File: config.mk
export PLATFORM = sky130hd
export DESIGN_NAME = adc_channel_scan_spi_reader_top
export DESIGN_NICKNAME = d
export VERILOG_FILES = /design/src/rtl/core/acsr_pkg.sv /design/src/rtl/core/adc_channel_scan_spi_reader_top.sv
export VERILOG_INCLUDE_DIRS = /design/src /design/src/rtl/core
export SDC_FILE = /design/constraint.sdc
export NUM_CORES = 1
export LEC_CHECK = 0
export ABC_CLOCK_PERIOD_IN_PS = 3150
export BUFFER_PORTS_ARGS = -buffer_cell sky130_fd_sc_hd__buf_2
export CELL_PAD_IN_SITES_DETAIL_PLACEMENT = 0
export CELL_PAD_IN_SITES_GLOBAL_PLACEMENT = 1
export CORE_ASPECT_RATIO = 0.9
export CORE_MARGIN = 2
export CORE_UTILIZATION = 25
export CTS_CLUSTER_SIZE = 40
export DETAILED_ROUTE_END_ITERATION = 10
export GPL_TIMING_DRIVEN = 1
export PLACE_DENSITY = 0.5
export REMOVE_ABC_BUFFERS = 1
export SLEW_MARGIN = 20
export SYNTH_ARGS = -nofsm -noshare
export SYNTH_HDL_FRONTEND = slang
export SYNTH_SLANG_ARGS = --single-unit
File: constraint.sdc
create_clock -name clk -period 3.15 [get_ports clk]
set_input_delay 0.315 -clock clk [delete_from_list [all_inputs] [get_ports clk]]
set_output_delay 0.315 -clock clk [all_outputs]
set_load 0.01 [all_outputs]
File: src/rtl/core/adc_channel_scan_spi_reader_top_assert.svh
// Assertion macros for the converter scan reader
`ifndef ADC_CHANNEL_SCAN_SPI_READER_TOP_ASSERT_SVH
`define ADC_CHANNEL_SCAN_SPI_READER_TOP_ASSERT_SVH

// Check a property on the rising clock, skipped while reset is held
`define ACSR_ASSERT(lbl, prop, msg) \
  lbl: assert property (@(posedge clk) disable iff (!rst_n) prop) else $error(msg);

// Check a property on the rising clock, also during reset
`define ACSR_ASSERT_ALWAYS(lbl, prop, msg) \
  lbl: assert property (@(posedge clk) prop) else $error(msg);

`endif

File: src/rtl/core/acsr_pkg.sv
`timescale 1ns / 1ps

package acsr_pkg;

  // Fixed field widths
  localparam int unsigned VALUE_W = 12;
  localparam int unsigned CHAN_W  = 3;
  localparam int unsigned LINES_W = 3;
  localparam int unsigned SEL_W   = 2;
  localparam int unsigned POS_W   = 5;

  // Serial frame layout
  localparam int unsigned CMD_BITS    = 5;
  localparam int unsigned IDLE_CLOCKS = 2;
  localparam logic [1:0]  CMD_PREFIX  = 2'b11;  // start bit, single-ended bit
  localparam logic [SEL_W-1:0] LINE_MAX = 2'd2;

  // Parameter defaults
  localparam int unsigned DEF_CHANNEL_COUNT = 8;
  localparam int unsigned DEF_SAMPLE_BITS   = 12;

  // Request codes
  localparam logic CMD_TICK  = 1'b0;
  localparam logic CMD_START = 1'b1;

  // One result item
  typedef struct packed {
    logic               chip_select_n;
    logic               serial_clock;
    logic               serial_data_out;
    logic               sample_valid;
    logic [CHAN_W-1:0]  sample_channel;
    logic [VALUE_W-1:0] sample_value;
    logic               scan_last;
    logic               busy_flag;
  } res_t;

endpackage

File: src/rtl/core/adc_channel_scan_spi_reader_top.sv
`timescale 1ns / 1ps

// Channel   Direction  Payload
// in_       request    command, converter_select, dout_lines
// out_      result     chip_select_n, serial_clock, serial_data_out, sample_valid,
//                      sample_channel, sample_value, scan_last, busy_flag
//
// One request is one half-clock tick of the serial bus; every request gives one result.
// Throughput is one request per cycle while in_stall is low: the scan counters and the
// receive shift register update in the cycle a request is accepted.
// Reset (rst_n low, synchronous) returns the scanner to idle and empties the output.
// A two-entry output (result register plus skid register) keeps accepting while a
// result is stalled; in_stall rises only once both entries are full.
module adc_channel_scan_spi_reader_top
  import acsr_pkg::*;
#(
  parameter int unsigned CHANNEL_COUNT = DEF_CHANNEL_COUNT,
  parameter int unsigned SAMPLE_BITS   = DEF_SAMPLE_BITS
) (
  input  logic               clk,
  input  logic               rst_n,
  input  logic               in_valid,
  output logic               in_stall,
  input  logic               in_command,
  input  logic [SEL_W-1:0]   in_converter_select,
  input  logic [LINES_W-1:0] in_dout_lines,
  output logic               out_valid,
  input  logic               out_stall,
  output logic               out_chip_select_n,
  output logic               out_serial_clock,
  output logic               out_serial_data_out,
  output logic               out_sample_valid,
  output logic [CHAN_W-1:0]  out_sample_channel,
  output logic [VALUE_W-1:0] out_sample_value,
  output logic               out_scan_last,
  output logic               out_busy_flag
);

  localparam logic [POS_W-1:0] DATA_FIRST = POS_W'(1 + CMD_BITS + IDLE_CLOCKS);
  localparam logic [POS_W-1:0] FINAL_POS  = POS_W'(CMD_BITS + IDLE_CLOCKS + SAMPLE_BITS);
  localparam logic [POS_W-1:0] CMD_LAST   = POS_W'(CMD_BITS);
  localparam logic [CHAN_W-1:0] LAST_CHAN = CHAN_W'(CHANNEL_COUNT - 1);

  // Scan state
  logic               scan_active_r, scan_active_nxt;
  logic [CHAN_W-1:0]  channel_r, channel_nxt;
  logic [POS_W-1:0]   pos_r, pos_nxt;
  logic               phase_high_r, phase_high_nxt;
  logic [VALUE_W-1:0] rx_bits_r, rx_bits_nxt;
  logic [SEL_W-1:0]   line_r, line_nxt;

  // Output buffer
  logic out_valid_r, skid_valid_r;
  res_t out_data_r, skid_data_r;
  res_t res;

  logic in_acc, out_take;
  logic [CMD_BITS-1:0] cmd_word;
  logic [POS_W-1:0]    cmd_pos;
  logic [2:0]          cmd_idx;
  logic                data_bit;

  assign in_stall = skid_valid_r;
  assign in_acc   = in_valid & ~skid_valid_r;
  assign out_take = out_valid_r & ~out_stall;

  // Pick the command bit for the current clock, holding channel bit 0 after it
  assign cmd_word = {CMD_PREFIX, channel_r};
  assign cmd_pos  = (pos_r > CMD_LAST) ? CMD_LAST : pos_r;
  assign cmd_idx  = 3'(CMD_LAST - cmd_pos);
  assign data_bit = in_dout_lines[line_r];

  // Advance the scan by one half tick
  always_comb begin
    scan_active_nxt = scan_active_r;
    channel_nxt     = channel_r;
    pos_nxt         = pos_r;
    phase_high_nxt  = phase_high_r;
    rx_bits_nxt     = rx_bits_r;
    line_nxt        = line_r;
    res             = '0;
    res.chip_select_n = 1'b1;

    if (!scan_active_r) begin
      if (in_command == CMD_START) begin
        scan_active_nxt = 1'b1;
        line_nxt        = (in_converter_select >= LINE_MAX) ? LINE_MAX : in_converter_select;
        channel_nxt     = '0;
        pos_nxt         = '0;
        phase_high_nxt  = 1'b0;
        rx_bits_nxt     = '0;
        res.busy_flag   = 1'b1;
      end
    end else begin
      res.busy_flag = 1'b1;
      if (pos_r == '0) begin
        // Deselect tick
        rx_bits_nxt    = '0;
        pos_nxt        = POS_W'(1);
        phase_high_nxt = 1'b0;
      end else begin
        res.chip_select_n   = 1'b0;
        res.serial_data_out = cmd_word[cmd_idx];
        if (!phase_high_r) begin
          phase_high_nxt = 1'b1;
        end else begin
          res.serial_clock = 1'b1;
          phase_high_nxt   = 1'b0;
          if (pos_r >= DATA_FIRST) begin
            rx_bits_nxt = {rx_bits_r[VALUE_W-2:0], data_bit};
          end
          if (pos_r >= FINAL_POS) begin
            res.sample_valid   = 1'b1;
            res.sample_channel = channel_r;
            res.sample_value   = rx_bits_nxt;
            pos_nxt            = '0;
            if (channel_r == LAST_CHAN) begin
              res.scan_last   = 1'b1;
              scan_active_nxt = 1'b0;
              channel_nxt     = '0;
            end else begin
              channel_nxt = channel_r + CHAN_W'(1);
            end
          end else begin
            pos_nxt = pos_r + POS_W'(1);
          end
        end
      end
    end
  end

  // Hold scan state, update on each accepted request
  always_ff @(posedge clk) begin
    if (!rst_n) begin
      scan_active_r <= 1'b0;
      channel_r     <= '0;
      pos_r         <= '0;
      phase_high_r  <= 1'b0;
      rx_bits_r     <= '0;
      line_r        <= '0;
    end else if (in_acc) begin
      scan_active_r <= scan_active_nxt;
      channel_r     <= channel_nxt;
      pos_r         <= pos_nxt;
      phase_high_r  <= phase_high_nxt;
      rx_bits_r     <= rx_bits_nxt;
      line_r        <= line_nxt;
    end
  end

  // Track output and skid occupancy
  always_ff @(posedge clk) begin
    if (!rst_n) begin
      out_valid_r  <= 1'b0;
      skid_valid_r <= 1'b0;
    end else if (out_take || !out_valid_r) begin
      out_valid_r  <= skid_valid_r | in_acc;
      skid_valid_r <= 1'b0;
    end else if (in_acc) begin
      skid_valid_r <= 1'b1;
    end
  end

  // Move result payloads
  always_ff @(posedge clk) begin
    if (out_take || !out_valid_r) begin
      out_data_r <= skid_valid_r ? skid_data_r : res;
    end else if (in_acc) begin
      skid_data_r <= res;
    end
  end

  assign out_valid           = out_valid_r;
  assign out_chip_select_n   = out_data_r.chip_select_n;
  assign out_serial_clock    = out_data_r.serial_clock;
  assign out_serial_data_out = out_data_r.serial_data_out;
  assign out_sample_valid    = out_data_r.sample_valid;
  assign out_sample_channel  = out_data_r.sample_channel;
  assign out_sample_value    = out_data_r.sample_value;
  assign out_scan_last       = out_data_r.scan_last;
  assign out_busy_flag       = out_data_r.busy_flag;

  `include "adc_channel_scan_spi_reader_top_assert.svh"

  `ACSR_ASSERT_ALWAYS(a_skid_behind_out, skid_valid_r |-> out_valid_r, "skid full while result register empty")
  `ACSR_ASSERT(a_sample_on_rise, (out_valid_r && out_data_r.sample_valid) |-> (!out_data_r.chip_select_n && out_data_r.serial_clock && out_data_r.busy_flag), "sample outside a selected rising tick")
  `ACSR_ASSERT(a_last_channel, (out_valid_r && out_data_r.scan_last) |-> (out_data_r.sample_valid && out_data_r.sample_channel == LAST_CHAN), "scan end without final channel sample")
  `ACSR_ASSERT(a_idle_after_last, (in_acc && res.scan_last) |=> !scan_active_r, "scanner still active after final sample")

endmodule
## After elaboration in Yosys (flattened, before gate mapping)

Cells that the tools add are included.

- Register bits after elaboration: 68
- Bits of input ports: 10
- Output and inout bits: 23
- Logic and storage cells: 96

- Add/sub/neg operators: 3
- Order comparisons: 6
- Equality and inequality tests: 5
- Muxes and demuxes: 40
- Bitwise gates (word level): 8
- Reductions and logical operators: 10

Operator list:

| kind | count |
|---|---|
| $mux 12 | 5 |
| $mux 20 | 2 |
| $mux 17 | 2 |
| $mux 5 | 5 |
| $mux 21 | 1 |
| $mux 3 | 7 |
| $mux 1 | 15 |
| $reduce_and 3->1 | 2 |
| $add 5x1->5 const B | 1 |
| $ge 5x4->1 const B | 1 |
| $ge 5x5->1 const B | 1 |
| $gt 5x3->1 const B | 1 |
| $logic_not 5->1 | 1 |
| $not 1->1 | 5 |
| $reduce_and 5->1 | 1 |
| $lt 3x4->1 const B | 1 |
| $ne 2x1->1 const B | 2 |
| $reduce_and 2->1 | 2 |
| $add 3x1->3 const B | 1 |
| $bmux 1 s3 | 1 |
| $eq 3x3->1 const B | 1 |
| $lt 2x3->1 const B | 1 |
| $ne 3x1->1 const B | 1 |
| $sub 3x3->3 const A | 1 |
| 10 further kinds | 11 |

## Logic depth before layout (Yosys ltp)

Gate-level depths: netlist of run 1.

- Depth in word-level cells: 8
- Mapped depth: 9
- Mapped depth without buffers: 7

## Least setup slack after synthesis of run 1

Ideal clock, no wire load.

- Kind: register to register
- Start: reg out_valid_r, in the netlist out_valid
- End: reg skid_data_r[0] (netlist name) (enable)
- Library setup time: 399 ps
- Data arrival time: 1874 ps
- Required time: 2751 ps
- Path slack: 877 ps
- Stages on the path, launching flop included: 3
- Path buffers: 0
- Clock period less this slack: 2273 ps
- Cells stage by stage: dfxtp_1 -> nand2_1 -> nor2_1

- Word-level cells in the longest chain between the ends: 4
- Elaborated cells between the ends (all ways): 5
- Those cells by class: 2 x bitwise; 3 x reduce/logical

RTL lines:

| what | RTL line | RTL |
|---|---|---|
| start, declared | adc_channel_scan_spi_reader_top.sv:53 | `logic out_valid_r, skid_valid_r;` |
| start signal, assigned | adc_channel_scan_spi_reader_top.sv:157 | `out_valid_r <= skid_valid_r \| in_acc;` |
| $and 1x1->1 or $logic_not 1->1 (tied branches) | adc_channel_scan_spi_reader_top.sv:65, adc_channel_scan_spi_reader_top.sv:166 |  |
| $logic_or 1x1->1 (*) | adc_channel_scan_spi_reader_top.sv:166 | `if (out_take \|\| !out_valid_r) begin` |
| $not 1->1 (no line) (*) | n/a |  |
| $reduce_and 2->1 (no line) (*) | n/a |  |
| end signal, assigned | adc_channel_scan_spi_reader_top.sv:169 | `skid_data_r <= res;` |
| end, declared | adc_channel_scan_spi_reader_top.sv:54 | `res_t out_data_r, skid_data_r;` |

Mark *: on every way between the ends. The rest lies on a longest branch, timed or not.
A chain may end at the register's enable or synchronous reset.

==> results of run 1 <==
==> power by group <==
| group | leakage [nW] | internal, mW | total (mW) | switching [mW] |
|---|---|---|---|---|
| logic | 0.558 | 0.0339 | 0.0893 | 0.0554 |
| clock network | 0.141 | 0.605 | 0.965 | 0.360 |
| registers | 0.619 | 0.954 | 0.965 | 0.0107 |
==> placed cells by master (no fill, tap or decap), types with 3 or more instances in the layout <==
| cell | netlist | routed |
|---|---|---|
| a21oi_1 | 4 | 4 |
| a22o_1 | 10 | 10 |
| and2_1 | 14 | 14 |
| buf_2 | 0 | 32 |
| buf_4 | 0 | 3 |
| clkbuf_16 | 0 | 9 |
| dfxtp_1 | 25 | 25 |
| edfxtp_1 | 42 | 42 |
| ha_1 | 5 | 5 |
| inv_1 | 9 | 9 |
| mux2_2 | 17 | 17 |
| mux2i_1 | 4 | 4 |
| nand2_1 | 17 | 17 |
| nand3_1 | 5 | 5 |
| nand4_1 | 5 | 5 |
| nor2_1 | 12 | 12 |
| nor2b_1 | 5 | 5 |
| nor3_1 | 4 | 4 |
| nor4_1 | 3 | 3 |
| o21ai_0 | 5 | 5 |
| o22ai_1 | 3 | 3 |
| o31ai_1 | 5 | 5 |
==> layer usage <==
metal | global-route usage | share of wire | vias up
met4 | 0.0459 | 0.017 | 0
met2 | 0.133 | 0.40 | 42
met1 | 0.145 | 0.54 | 906
met5 | 0 | 0 | -
li1 | - | - | 943
met3 | 0.0293 | 0.041 | 11
==> metrics by stage <==
step	power, mW	utilization
2_1_floorplan	1.03	-
3_3_place_gp	1.07	0.280
3_5_place_dp	1.07	0.280
4_1_cts	2.05	0.305
5_1_grt	2.08	0.305
6_report	2.02	0.305
==> area by class of cell <==
class                   instances  share of cell area
clock inverters                 6              0.0161
flip-flops and latches         67               0.503
clock buffers                  10              0.0654
inverters                       9             0.00964
multi-input cells             143               0.298
repair buffers                 35              0.0521
well taps                     156              0.0557
==> logic make-up after synthesis <==
kind of cell	Yosys count	synth area share
simple gates	74	0.135
flops	67	0.597
compound gates	43	0.120
mux	21	0.0785
fa+ha+maj	5	0.0212
buf+inv	23	0.0488
==> worst max path at each step <==
stage               startpoint                     to  slack [ns]  cells after the start
floorplan             in_stall         skid_data_r[0]        0.87                      2
global placement      pos_r[0]    out_sample_value[2]        0.81                      6
detailed placement    pos_r[0]    out_sample_value[5]        0.77                      6
CTS                   pos_r[0]          out_scan_last        0.75                      6
global route          pos_r[0]  out_sample_channel[1]        0.58                      6
finish                pos_r[0]          out_scan_last        0.80                      6
==> registers in the layout (all words and copies together), names as in the netlist, 2 cells and up <==
register / cells
channel_r: 3
line_r: 2
out_sample_channel: 3
out_sample_value: 12
pos_r: 5
rx_bits_r: 11
skid_data_r: 21
==> synthesized netlist by cell type (2+ instances only) <==
cell        n  area (µm²)
a2111oi_0   2        17.5
a21oi_1     4        20.0
a22o_1     10        87.6
and2_1     14        87.6
buf_6       5        56.3
clkbuf_1    6        22.5
clkbuf_8    2        27.5
dfxtp_1    25         500
edfxtp_1   42        1260
ha_1        5        62.6
inv_1       9        33.8
mux2_2     17         191
mux2i_1     4        40.0
nand2_1    17        63.8
nand2b_1    2        12.5
nand3_1     5        25.0
nand3b_1    2        15.0
nand4_1     5        31.3
nor2_1     12        45.0
nor2b_1     5        31.3
nor3_1      4        20.0
nor4_1      3        18.8
o211ai_1    2        15.0
o21ai_0     5        25.0
o22ai_1     3        18.8
o31ai_1     5        37.5
==> critical path: cells and delay by family, from the launching register on <==
kind | cells | cell delay, ns
mux | 1 | 0.26
simple gates | 2 | 0.49
flops | 1 | 0.42
fa+ha+maj | 1 | 0.33
compound gates | 1 | 0.33
buf+inv | 1 | 0.26
==> impl_metrics.yaml, run 1 <==
clock_network:
  postCtsResizedCells: 0
  htree_levels: 3
  clock_path_buffers: 2
  cts_root_buf: "clkbuf_16"
  cts_made_buffers: 9
  clk_pin_slew_ns: 0.06
  cts_tree: "built"
  post_cts_buffers: 0
  clkSinkCount: 67
  insertion_delay_ns: 0.33
  postCtsHoldBufs: 0
sta:
  rsz0062_at_grt: "false"
  setup_viol: 0
  relSlewSlack: 0.434
  finClkSkew_ns: 0.00708
  period_share: 0.745
  fmax_mhz: 426
  hold_ws_ns: 0.254
  setup_tns_ns: 0
  report.final.slew_viol_count: 0
  period_needed_ns: 2.35
  tightest_slew_ns: 0.848
  layout_setup_ws_ns: 0.805
  hold_viol: 0
placed_design:
  port_buffers: 32
  post-place-ws_ns: 0.771
  place_inst: 410
  place_area_um2: 3220
  place.gp.congestion: 0.741
  hpwl_mm: 3.98
worst_setup_path:
  end_kind: "flop"
  rrSetupSlack_ns: 0.80
  reg2reg_depth: 6
  required_ns: 3.22
  max_stage_delay_ns: 0.42
  reg2reg_to: "out_scan_last"
  arrival_ns: 2.42
  cp_max_fo: 16
  start_kind: "flop"
  critPathSlowestCell: "dfxtp_1"
  path_cells: "ha_1, a2111o_1, nand2b_1, inv_1, and2_1, mux2_2"
  r2r_start: "pos_r[0]"
  path_class: "flop to flop"
die:
  pin_count: 33
  start_util: 0.257
  coreArea_um2: 11500
  die_h_um: 107
  die_area_um2: 12700
  fp-row-count: 37
  die_w_um: 119
final_layout:
  fin_area_um2: 3500
  instances_no_fill: 426
  final_nets: 280
  seq_area_um2: 1760
  num_antenna_cells: 0
  area_growth_pct: 18.7
  n_fill_cell: 1202
  layout-drive-gt1-share: 0.267
  multi_input_area_um2: 1040
global_route:
  grt_pass1_wl_mm: 9.84
  grt_start_max_net_pins: 29
  antenna_found_initial: 0
  grt_remaining_overflow: 0
  gr-usage-all-layers: 0.0994
  grt_pass1_vias: 1854
flow_run:
  maxCapViolCount: 0
hold_path:
  hp-start: "in_converter_select[1]"
  holdPathStages: 3
  min_path_type: "primary input to flop"
  holdPathEnd: "line_r[1]"
synth:
  synth_cell_types: 44
  seq_area_frac_synth: 0.597
  postSynth.asyncResetShare: 0
  synth.cell_area_um2: 2950
  ys_ff_latch: 67
  synth_ff_type: "edfxtp_1"
  synth_edf_count: 42
  ys_warn_count: 0
  syn_area_per_cell_um2: 12.7
  syn_inst: 233
power_and_ir_drop:
  power_density_nw_per_um2: 576
  vdd_drop_max_mv: 0.202
  p_leak_nw: 1.32
drt:
  first_pass_iters: 4
  final_antenna_net_count: 0
  viasPerCell: 4.46
  route.detailed.drc: 0
  avgRoutedWirePerCell_um: 14.0
  routed_wl_mm: 5.97
  dr_total_vias: 1902
  first_iter_violations: 119
outcome:
  status: "finished clean"
No activity file was read; power rests on OpenSTA's default activity.
==> run 2: changes to the inputs <==
- ABC_CLOCK_PERIOD_IN_PS: 3150 -> 2050
- PLACE_DENSITY: 0.5 -> 0.52
- clock period: 3.15 -> 2.05 ns (I/O delays scaled with it)
==> run 2 against run 1 <==
Against the previous run:
- cell area grew 7.4%
- via count grew 4.4%
- sequential share of layout area shrank 3.3 points
- fmax grew 18%
- clock power grew 59%
- global-route usage grew 0.82 points
- non-clock buffer count grew 27
- largest cell class unchanged
==> impl_metrics.yaml, run 2 (synthesis gave the netlist of run 1 again) <==
die:
  pin_count: 33
  fp-row-count: 37
  coreArea_um2: 11500
  die_area_um2: 12700
  die_w_um: 119
  die_h_um: 107
  start_util: 0.257
drt:
  route.detailed.drc: 0
  routed_wl_mm: 6.26
  avgRoutedWirePerCell_um: 13.8
  dr_total_vias: 1986
  final_antenna_net_count: 0
  first_iter_violations: 80
  viasPerCell: 4.38
  first_pass_iters: 4
worst_setup_path:
  path_class: "flop to flop"
  end_kind: "flop"
  cp_max_fo: 16
  critPathSlowestCell: "dfxtp_4"
  rrSetupSlack_ns: 0.06
  start_kind: "flop"
  max_stage_delay_ns: 0.36
  critical_path.endpoint: "out_sample_channel[1]"
  arrival_ns: 2.07
  reg2reg_to: "out_sample_channel[1]"
  startpoint: "pos_r[0]"
  reg2reg_depth: 7
  path_cells: "ha_1, a2111o_1, nand2b_1, clkinvlp_4, buf_12, and2_1, mux2_2"
  r2r_start: "pos_r[0]"
  required_ns: 2.13
sta:
  rsz0062_at_grt: "true"
  finClkSkew_ns: 0.00660
  relSlewSlack: 0.574
  layout_setup_ws_ns: 0.0625
  hold_ws_ns: 0.133
  setup_viol: 0
  report.final.slew_viol_count: 0
  fmax_mhz: 503
  period_share: 0.970
  period_needed_ns: 1.99
  tightest_slew_ns: 0.634
  hold_viol: 0
clock_network:
  cts_made_buffers: 9
  htree_levels: 3
  insertion_delay_ns: 0.33
  clock_path_buffers: 2
  clkSinkCount: 67
  postCtsHoldBufs: 0
  clk_pin_slew_ns: 0.06
  cts_root_buf: "clkbuf_16"
  cts_tree: "built"
final_layout:
  num_antenna_cells: 0
  final_cell_mix: "edfxtp_1 (42), buf_2 (32), buf_4 (29), dfxtp_1 (23)"
  area_growth_pct: 27.6
  largest_register: "skid_data_r"
  post-route-util: 0.328
  final_nets: 307
  largest_reg_flops: 21
  layout_commonest_cell: "edfxtp_1"
  layout-drive-gt1-share: 0.370
flow_run:
  maxCapViolCount: 0
global_route:
  grt_remaining_overflow: 0
  gr-usage-all-layers: 0.108
  antenna_found_initial: 0
  grt_start_max_net_pins: 29
  grt_pass1_wl_mm: 10.4
  grt_pass1_vias: 1995
placed_design:
  post-place-ws_ns: -0.00605
  hpwl_mm: 4.31
  place.gp.congestion: 0.748
  port_buffers: 32
power_and_ir_drop:
  vdd_drop_max_mv: 0.341
  p_leak_nw: 1.45
  power_density_nw_per_um2: 843
hold_path:
  min_path_type: "primary input to flop"
outcome:
  status: "finished clean"
## run 2: cell type report
type                    instances  area [µm²]
clock inverters                 6        65.1
inverters                       9        37.5
multi-input cells             143        1070
clock buffers                  10         229
flip-flops and latches         67        1770
repair buffers                 62         398
fillers                      1204        7720
well taps                     156         195
## run 2: worst min path at each step
stage | from | end | slack [ns] | cells past startpoint
floorplan | rst_n | channel_r[0] | 0.32 | 1
global placement | in_converter_select[1] | line_r[1] | 0.47 | 3
detailed placement | rx_bits_r[10] | rx_bits_r[10] | 0.47 | 1
CTS | in_converter_select[1] | line_r[1] | 0.12 | 3
global route | in_converter_select[1] | line_r[1] | 0.20 | 3
finish | in_converter_select[1] | line_r[1] | 0.13 | 3
## run 2: what timing repair did
| item | in CTS | in global routing |
|---|---|---|
| hold endpoints to repair | 0 | 0 |
| setup endpoints to repair | 12 | 32 |
| pin swaps | 0 | 3 |
| buffers inserted | 0 | 3 |
| gates resized for setup | 2 | 11 |
## run 2: power breakdown
group | total [mW] | internal [mW] | switching, mW
Combinational | 0.163 | 0.0693 | 0.0937
Clock | 1.53 | 0.943 | 0.589
Sequential | 1.48 | 1.46 | 0.0141
## run 2: through the flow
stage | power [mW] | cell area [µm²] | std cells | TNS, ns
6_report | 3.17 | 3760 | 453 | 0
5_1_grt | 3.29 | 3760 | 453 | -0.236
4_1_cts | 3.21 | 3700 | 450 | 0
3_5_place_dp | 1.67 | 3400 | 434 | -0.0285
3_3_place_gp | 1.67 | 3400 | 434 | -0.156
2_1_floorplan | 1.59 | 2840 | 219 | -4.76
## run 2: critical path, delay by kind of cell, from the launching register on
| family | cells | cell delay (ns) |
|---|---|---|
| fa+ha+maj | 1 | 0.21 |
| mux | 1 | 0.26 |
| buf+inv | 2 | 0.29 |
| flops | 1 | 0.36 |
| compound gates | 1 | 0.30 |
| simple gates | 2 | 0.32 |
## run 2: per-layer routing
metal  part of all wire  vias up  global-route usage
met5                  0        -                   0
met4              0.018        0              0.0485
met3              0.044       10              0.0346
met2               0.43       35               0.158
met1               0.51      943               0.144
li1                   -      998                   -
==> run 3: changes to the inputs <==
- REMOVE_ABC_BUFFERS: 1 -> default
==> run 3 against run 2 <==
Against the previous run:
- clock skew is 0.0014 ns higher
- combinational power shrank 5%
- critical path type unchanged
- clock power shrank 3%
==> impl_metrics.yaml, run 3 (synthesis gave the netlist of run 1 again) <==
placed_design:
  place.gp.congestion: 0.762
  place_inst: 425
  hpwl_mm: 4.08
  port_buffers: 32
clock_network:
  cts_tree: "built"
  clkSinkCount: 67
  htree_levels: 3
  clock_path_buffers: 2
  cts_root_buf: "clkbuf_16"
  insertion_delay_ns: 0.33
  cts_made_buffers: 9
  clk_pin_slew_ns: 0.06
hold_path:
  holdPathEnd: "line_r[1]"
  hp-start: "in_converter_select[1]"
  holdPathStages: 3
  min_path_type: "primary input to flop"
die:
  fp-row-count: 37
  die_area_um2: 12700
  die_h_um: 107
  die_w_um: 119
  start_util: 0.257
  pin_count: 33
  coreArea_um2: 11500
worst_setup_path:
  cp_max_fo: 7
  arrival_ns: 2.12
  path_buf_inv: 2
  path_cells: "buf_4, buf_4, or4_2, o22ai_1, nor4_1, mux2_2"
  end_kind: "flop"
  critPathSlowestCell: "or4_2"
  cp_top_family: "simple AND/OR/NAND/NOR gates"
  required_ns: 2.13
  max_stage_delay_ns: 0.65
  rrSetupSlack_ns: 0.01
  path_class: "flop to flop"
  timing.critical_path.mode_cell: "buf_4"
  start_kind: "flop"
  reg2reg_to: "out_serial_data_out"
  r2r_start: "pos_r[0]"
  reg2reg_depth: 6
sta:
  tightest_slew_ns: 0.695
  hold_viol: 0
  finClkSkew_ns: 0.00797
  rsz0062_at_grt: "true"
  setup_viol: 0
  report.final.slew_viol_count: 0
  period_share: 0.995
  setup_tns_ns: 0
  relSlewSlack: 0.536
  fmax_mhz: 490
  period_needed_ns: 2.04
drt:
  first_iter_violations: 109
  viasPerCell: 4.37
  route.detailed.drc: 0
  avgRoutedWirePerCell_um: 13.6
  routed_wl_mm: 6.08
  dr_total_vias: 1955
  final_antenna_net_count: 0
  first_pass_iters: 4
final_layout:
  final_cell_mix: "edfxtp_1 (42), buf_2 (32), dfxtp_1 (23), buf_4 (23)"
  layout_commonest_cell: "edfxtp_1"
  largest_reg_flops: 21
  post-route-util: 0.322
  area_growth_pct: 25.3
  layout-drive-gt1-share: 0.361
  instances_no_fill: 447
  num_antenna_cells: 0
  final_nets: 301
  largest_register: "skid_data_r"
global_route:
  grt_start_max_net_pins: 29
  gr-usage-all-layers: 0.101
  grt_remaining_overflow: 0
  grt_pass1_vias: 1851
  grt_pass1_wl_mm: 9.83
  antenna_found_initial: 0
synth:
  synthesis.nets: 248
flow_run:
  maxCapViolCount: 0
outcome:
  status: "finished clean"
power_and_ir_drop:
  vdd_drop_max_mv: 0.468
  power_density_nw_per_um2: 844
  p_leak_nw: 1.42
-- run 3: routing by layer --
| metal | vias to the layer above | global-route usage | wire length, µm |
|---|---|---|---|
| met4 | 0 | 0.0476 | 102 |
| li1 | 986 | - | - |
| met5 | - | 0 | 0 |
| met3 | 5 | 0.0383 | 278 |
| met1 | 923 | 0.141 | 3260 |
| met2 | 41 | 0.136 | 2440 |
-- run 3: worst max path at each step --
stage                          end      from  cells past startpoint
6_report       out_serial_data_out  pos_r[0]                      6
5_1_grt        out_sample_value[6]  pos_r[0]                      6
2_1_floorplan             pos_r[4]  pos_r[0]                      8
3_5_place_dp              pos_r[4]  pos_r[0]                      6
4_1_cts        out_serial_data_out  pos_r[0]                      7
3_3_place_gp              pos_r[4]  pos_r[0]                      6
-- run 3: power by group --
| part | switching, mW | total, mW | internal (mW) |
|---|---|---|---|
| Sequential | 0.0141 | 1.48 | 1.47 |
| Combinational | 0.0897 | 0.155 | 0.0655 |
| Clock | 0.554 | 1.49 | 0.931 |
-- run 3: what timing repair did --
item                       CTS  global route
setup endpoints to repair    2            34
cloned                       0             1
pin swaps                    1             3
hold endpoints to repair     0             0
gates resized for setup      0            12
buffers inserted             2             3
hold buffers                 0             0
-- run 3: area by class of cell --
cell class              instances  area, µm²
clock inverters                 6       57.6
multi-input cells             143       1070
repair inverters                1       7.51
inverters                       9       37.5
flip-flops and latches         67       1770
repair buffers                 55        333
fillers                      1208       7780
clock buffers                  10        229
well taps                     156        195
-- run 3: tightest hold or removal path, delay by kind of cell --
kind,cells,cell delay (ns)
buffers and inverters,1,0.09
muxes,1,0.06
and+or+nand+nor,1,0.07
-- run 3: metrics by stage --
| step | total power [mW] | setup WS (ns) | hold WS [ns] | instance area, µm² |
|---|---|---|---|---|
| after global routing | 3.24 | -0.0525 | 0.170 | 3700 |
| after global placement | 1.66 | -0.0247 | 0.459 | 3330 |
| after detailed placement | 1.66 | 0.00817 | 0.462 | 3330 |
| after floorplan | 1.60 | -0.0240 | 0.352 | 2960 |
| final | 3.12 | 0.00974 | 0.127 | 3700 |
| after CTS | 3.17 | 0.00784 | 0.121 | 3630 |
